==> src/sv/assert_macros.svh <==
// Assertion macros used by the RTL top level, wall_column_projection.
// No dependencies.
`ifndef ASSERT_MACROS_SVH
`define ASSERT_MACROS_SVH

// implication checked on every edge outside reset
`define ASSERT_CLK(label, clk, rst_n, prop) \
    label: assert property (@(posedge clk) disable iff (!rst_n) prop) \
        else $error("assertion failed");

// signal has no X or Z outside reset
`define ASSERT_KNOWN(label, clk, rst_n, sig) \
    label: assert property (@(posedge clk) disable iff (!rst_n) !$isunknown(sig)) \
        else $error("signal unknown");

`endif

==> src/sv/wcp_pkg.sv <==
// Constants and helpers for the wall column projection pipeline.
// No dependencies.
`default_nettype none
package wcp_pkg;
    localparam int ScreenHeight = 512;
    localparam int TextureSize  = 64;
    localparam int FracBits     = 16;
    localparam int HalfScreen   = ScreenHeight / 2;
    localparam int RowW         = 9;
    localparam int TcolW        = 6;
    localparam int StartMax     = 4194303;
    // pipeline depth of each division unit
    localparam int DivSteps     = 32;
endpackage
`default_nettype wire

==> src/sv/wcp_div.sv <==
// Pipelined restoring divider, one quotient bit per stage, valid travels along.
// Depends on wcp_pkg.
`default_nettype none
module wcp_div
    import wcp_pkg::*;
(
    input  wire logic        i_clk,
    input  wire logic        i_rst_n,
    input  wire logic        i_valid,
    input  wire logic [31:0] i_num,
    input  wire logic [31:0] i_den,
    output logic             o_valid,
    output logic [31:0]      o_quot
);
    logic                    r_v   [1:DivSteps];
    logic [31:0]             r_rem [1:DivSteps];
    logic [31:0]             r_num [1:DivSteps];
    logic [31:0]             r_den [1:DivSteps];
    logic [31:0]             r_q   [1:DivSteps];

    for (genvar k = 0; k < DivSteps; k++) begin : g_st
        logic        v_in;
        logic [31:0] rem_in, num_in, den_in, q_in;
        logic [32:0] n_trial;
        if (k == 0) begin : g_first
            assign v_in   = i_valid;
            assign rem_in = '0;
            assign num_in = i_num;
            assign den_in = i_den;
            assign q_in   = '0;
        end else begin : g_next
            assign v_in   = r_v[k];
            assign rem_in = r_rem[k];
            assign num_in = r_num[k];
            assign den_in = r_den[k];
            assign q_in   = r_q[k];
        end
        assign n_trial = {rem_in, num_in[31]} - {1'b0, den_in};
        always_ff @(posedge i_clk) begin
            if (!i_rst_n) r_v[k+1] <= 1'b0;
            else          r_v[k+1] <= v_in;
            r_num[k+1] <= {num_in[30:0], 1'b0};
            r_den[k+1] <= den_in;
            if (!n_trial[32]) begin
                r_rem[k+1] <= n_trial[31:0];
                r_q[k+1]   <= {q_in[30:0], 1'b1};
            end else begin
                r_rem[k+1] <= {rem_in[30:0], num_in[31]};
                r_q[k+1]   <= {q_in[30:0], 1'b0};
            end
        end
    end

    assign o_valid = r_v[DivSteps];
    assign o_quot  = r_q[DivSteps];
endmodule
`default_nettype wire

==> config.mk <==
export PLATFORM = sky130hd
export DESIGN_NAME = wcp_div
export DESIGN_NICKNAME = d
export VERILOG_FILES = /design/src/sv/assert_macros.svh /design/src/sv/wcp_pkg.sv /design/src/sv/wcp_div.sv
export SDC_FILE = /design/constraint.sdc
export NUM_CORES = 2
export LEC_CHECK = 0
export BUFFER_PORTS_ARGS = -buffer_cell sky130_fd_sc_hd__buf_2
export CORE_ASPECT_RATIO = 2
export CORE_MARGIN = 2
export CORE_UTILIZATION = 40
export DETAILED_ROUTE_END_ITERATION = 8
export PLACE_DENSITY = 0.63
export SLEW_MARGIN = 30
export SYNTH_ARGS = -nofsm -noshare
export SYNTH_HDL_FRONTEND = slang
export SYNTH_MEMORY_MAX_BITS = 65536
export SYNTH_SLANG_ARGS = --single-unit
==> constraint.sdc <==
create_clock -name i_clk -period 3.85 [get_ports i_clk]
set_clock_uncertainty 0.05 [all_clocks]
set_input_delay 0 -clock i_clk [delete_from_list [all_inputs] [get_ports i_clk]]
set_output_delay 0 -clock i_clk [all_outputs]
set_load 0.02 [all_outputs]
==> results.md <==
- Layout net count: 15,200
- Die height: 798 um
- Combinational share of power: 57.1%
- Core Box Area: 314,000 um^2
- Slew Limit Fails: 0
- Number of global-route vias before repair: 104,000
- WP data arrival: 4.75 ns
- Crit start category: flip-flop
- Total chip power: 175,000 uW
- Total Wirelength: 382,000 um
- Maximum VDD drop: 0.000548 V
- Largest fanout on the critical path: 8
- Critical Path RT: 4.60 ns
- Slew @ Worst Pin: 0.986 ns
- Flops & latches, synth: 3,040
- Layout cells sized above 1: 23.2%
- CTS Buffer Depth: 4
- # setup viols final: 124
- Post-route ant nets: 0
- Mapped Area: 126,000 um^2
- Outcome: finished, violations left
- Clock latency on the worst-skew pair: 0.96 ns
- Clk slew on worst S/H paths: 0.07 ns
- WL per Instance: 20.7 um
- FP Rows: 291
- Total grt overflow: 0
- PortBufs: 99
- FF-to-FF setup slack: -0.14 ns
- Largest net degree at the start of global routing: 35
- Critical R2R Capture: r_rem[0][284]
- GP Congestion: 0.988
- Biggest area consumer among synthesized cells: dfxtp_1
- Crit path capture type: flip-flop
- Fmax achieved: 250 MHz
- Switching share of power: 38.7%
- Post-layout util: 50.6%
- Global-route wire length before repair: 558,000 um
- CTS buffer count: 289
- Post-synth EDFFs: 0
- Hold violation count in the final report: 0
- Avg Inst Size Synth: 10.2 um^2
- DP HPWL: 273,000 um
- Async SR Flop Fraction: 0%
- Ports: 100
- # clock sinks: 3,040
- Final period utilization: 104%
- Final instance area: 159,000 um^2
- Minimum clock period: 3.99 ns
- PD cells: 1100 nW/um^2
- Max-slew headroom: 34.1%
- R2R Path Start: r_num[0][247]
- CTS tree: built
- Initial core utilization: 40.1%
- Max_cap viols: 0
- CP Capture Point: r_rem[0][284]
- H-tree depth: 5
- Vias per cell: 5.23
- Top-area cell type share of the netlist area: 48.3%
- Dominant synthesized flop cell: dfxtp_1
- Clock root cell: clkbuf_16
- Int Power: 107,000 uW
- Sequential Power Share: 26.1%
- Worst r2r path cells: 15
- Die area: 320,000 um^2
- Distinct cells, synth: 91
- Vias: 96,500
- Hold WC Path Type: in -> reg
- Synth area leaders: dfxtp_1 48%, ha_1 9.9%, mux2_2 6.4%
- CP Class: reg -> reg
- RSZ-0062 raised after global routing: true
- Failing checks: setup timing
- Synth Instances: 12,400
- Final worst slack: -0.144 ns
- DRC: 0
- Register area share after synthesis: 48.3%
- Dpl cell area: 141,000 um^2
- Die width: 401 um
- Pre-antenna DRT Iters: 7
- Sw power: 67,900 uW
- Initial DRC count: 3,762
- Number of synthesis warnings: 0
- Leakage power: 0.0741 uW
- Area growth from synthesis to layout: 25.9%
- GRT Total Usage: 22.9%
- Clock Power Share: 16.8%
- Antenna violations before repair: 18
- Critical Path Source: r_num[0][247]
==> cell usage in the layout, fill, tap and decap left out, types with 94 or more instances in the layout <==
cell	Yosys	routed
nand2b_1	121	121
o21a_1	144	141
clkbuf_16	0	306
nand3_1	214	210
inv_1	1227	1214
a21o_1	489	487
mux2_4	0	216
a31oi_1	97	94
nor2b_1	130	105
ha_1	993	951
nand2_1	569	566
dfxtp_1	3040	2997
dlygate4sd3_1	0	132
a21oi_1	919	881
o21ai_0	581	550
xnor2_1	525	516
xor2_1	270	262
buf_2	61	99
nor2_1	501	496
nand4_1	129	129
mux2_2	721	552
buf_4	0	1362
==> worst max-delay path, cell delays in order, from the launching register on <==
cell,delay [ns]
dfxtp_2,0.32
inv_2,0.04
ha_4,0.16
fa_2,0.33
and2b_4,0.35
o31ai_4,0.13
a2111oi_4,0.43
o21ai_4,0.18
o311ai_2,0.24
buf_4,0.18
a31oi_4,0.10
o21ai_2,0.21
nor4bb_2,0.08
or4_4,0.57
buf_12,0.22
mux2_4,0.29
==> per-layer routing <==
metal / vias up / part of all wire (%) / GRT usage, %
li1: 46500 / - / -
met3: 1978 / 4.1 / 4.78
met2: 2468 / 57 / 48.2
met4: 8 / 16 / 29.8
met5: - / 0.017 / 0
met1: 45500 / 23 / 12.7
==> registers in the layout (all words and copies together), names as in the netlist <==
name and cells:
r_den 992, r_num 496, r_q 528, r_rem 992
r_v 32
==> timing repair <==
action,CTS,global route
buffers inserted,90,57
pin swaps,137,130
hold endpoints to repair,113,0
hold buffers,132,0
resized for setup,518,338
cloned,49,14
endpoints found under the setup margin,882,801
==> cell families (layout without fill, tap and decap cells) <==
group                      after synthesis  in the layout  share of synthesized area (%)
other                                    1             42                        0.00298
xor gates and xnor gates               798            798                           5.57
muxes                                  850            850                           7.52
DFF                                   3040           3040                           48.3
and+or+nand+nor                       2101           2101                           8.20
AOI/OAI and AO/OA                     2987           2987                           15.3
buffers and inverters                 1568           3500                           4.79
adders and majority gates             1023           1023                           10.3
==> power by group through the flow <==
stage,Sequential (uW),Clock (uW),Combinational [uW]
floorplan,44500,0,53500
global placement,46100,0,80200
detailed placement,46200,0,81400
CTS,45600,30200,94800
global route,46700,31400,106000
finish,45800,29400,100000
==> cell type report <==
class | count | area [um^2]
fill | 28400 | 155000
multi-input combinational | 7774 | 62600
sequential | 3040 | 60900
timing repair buffer | 1772 | 15700
clock buffer | 396 | 8270
tap | 4102 | 5130
inverter | 1227 | 4620
clock inverter | 105 | 1380
antenna | 27 | 67.6
==> synthesized netlist by cell type, drive strengths merged (54+ instances only) <==
library cell / instances
ha: 993
and2: 67
dfxtp: 3040
nor2: 501
and3: 85
a21oi: 921
xnor2: 526
o31ai: 75
clkbuf: 262
o21bai: 84
a211oi: 54
inv: 1227
nor3: 87
nand3: 214
mux2: 772
o21a: 144
mux2i: 78
buf: 79
nor2b: 130
nand4: 129
o211ai: 62
nand2b: 121
nand2: 569
xor2: 272
a31oi: 98
a21o: 489
o21ai: 592
==> metrics by stage <==
stage	std cells	hold WS (ns)	TNS, ns	worst slack [ns]
5_1_grt	18400	0.0791	-19.32	-0.250
3_3_place_gp	17600	0.0528	-205.94	-0.993
6_report	18400	0.0792	-7.88	-0.144
3_5_place_dp	17600	0.0536	-198.64	-0.652
2_1_floorplan	12400	-0.0223	0	0.0647
4_1_cts	18400	0.00273	-6.95	-0.224
==> worst min path at each step <==
stage | slack (ns) | startpoint | to | cells after the start
after floorplan | -0.02 | i_den[0] | r_den[0][32] | 0
after global placement | 0.05 | i_num[30] | r_num[0][61] | 1
after detailed placement | 0.05 | i_num[26] | r_num[0][57] | 1
after CTS | 0.003 | i_rst_n | r_v[0][21] | 3
after global routing | 0.08 | i_rst_n | r_v[1][0] | 3
final | 0.08 | i_rst_n | r_v[0][21] | 3
(Power assumes the default switching activity.)
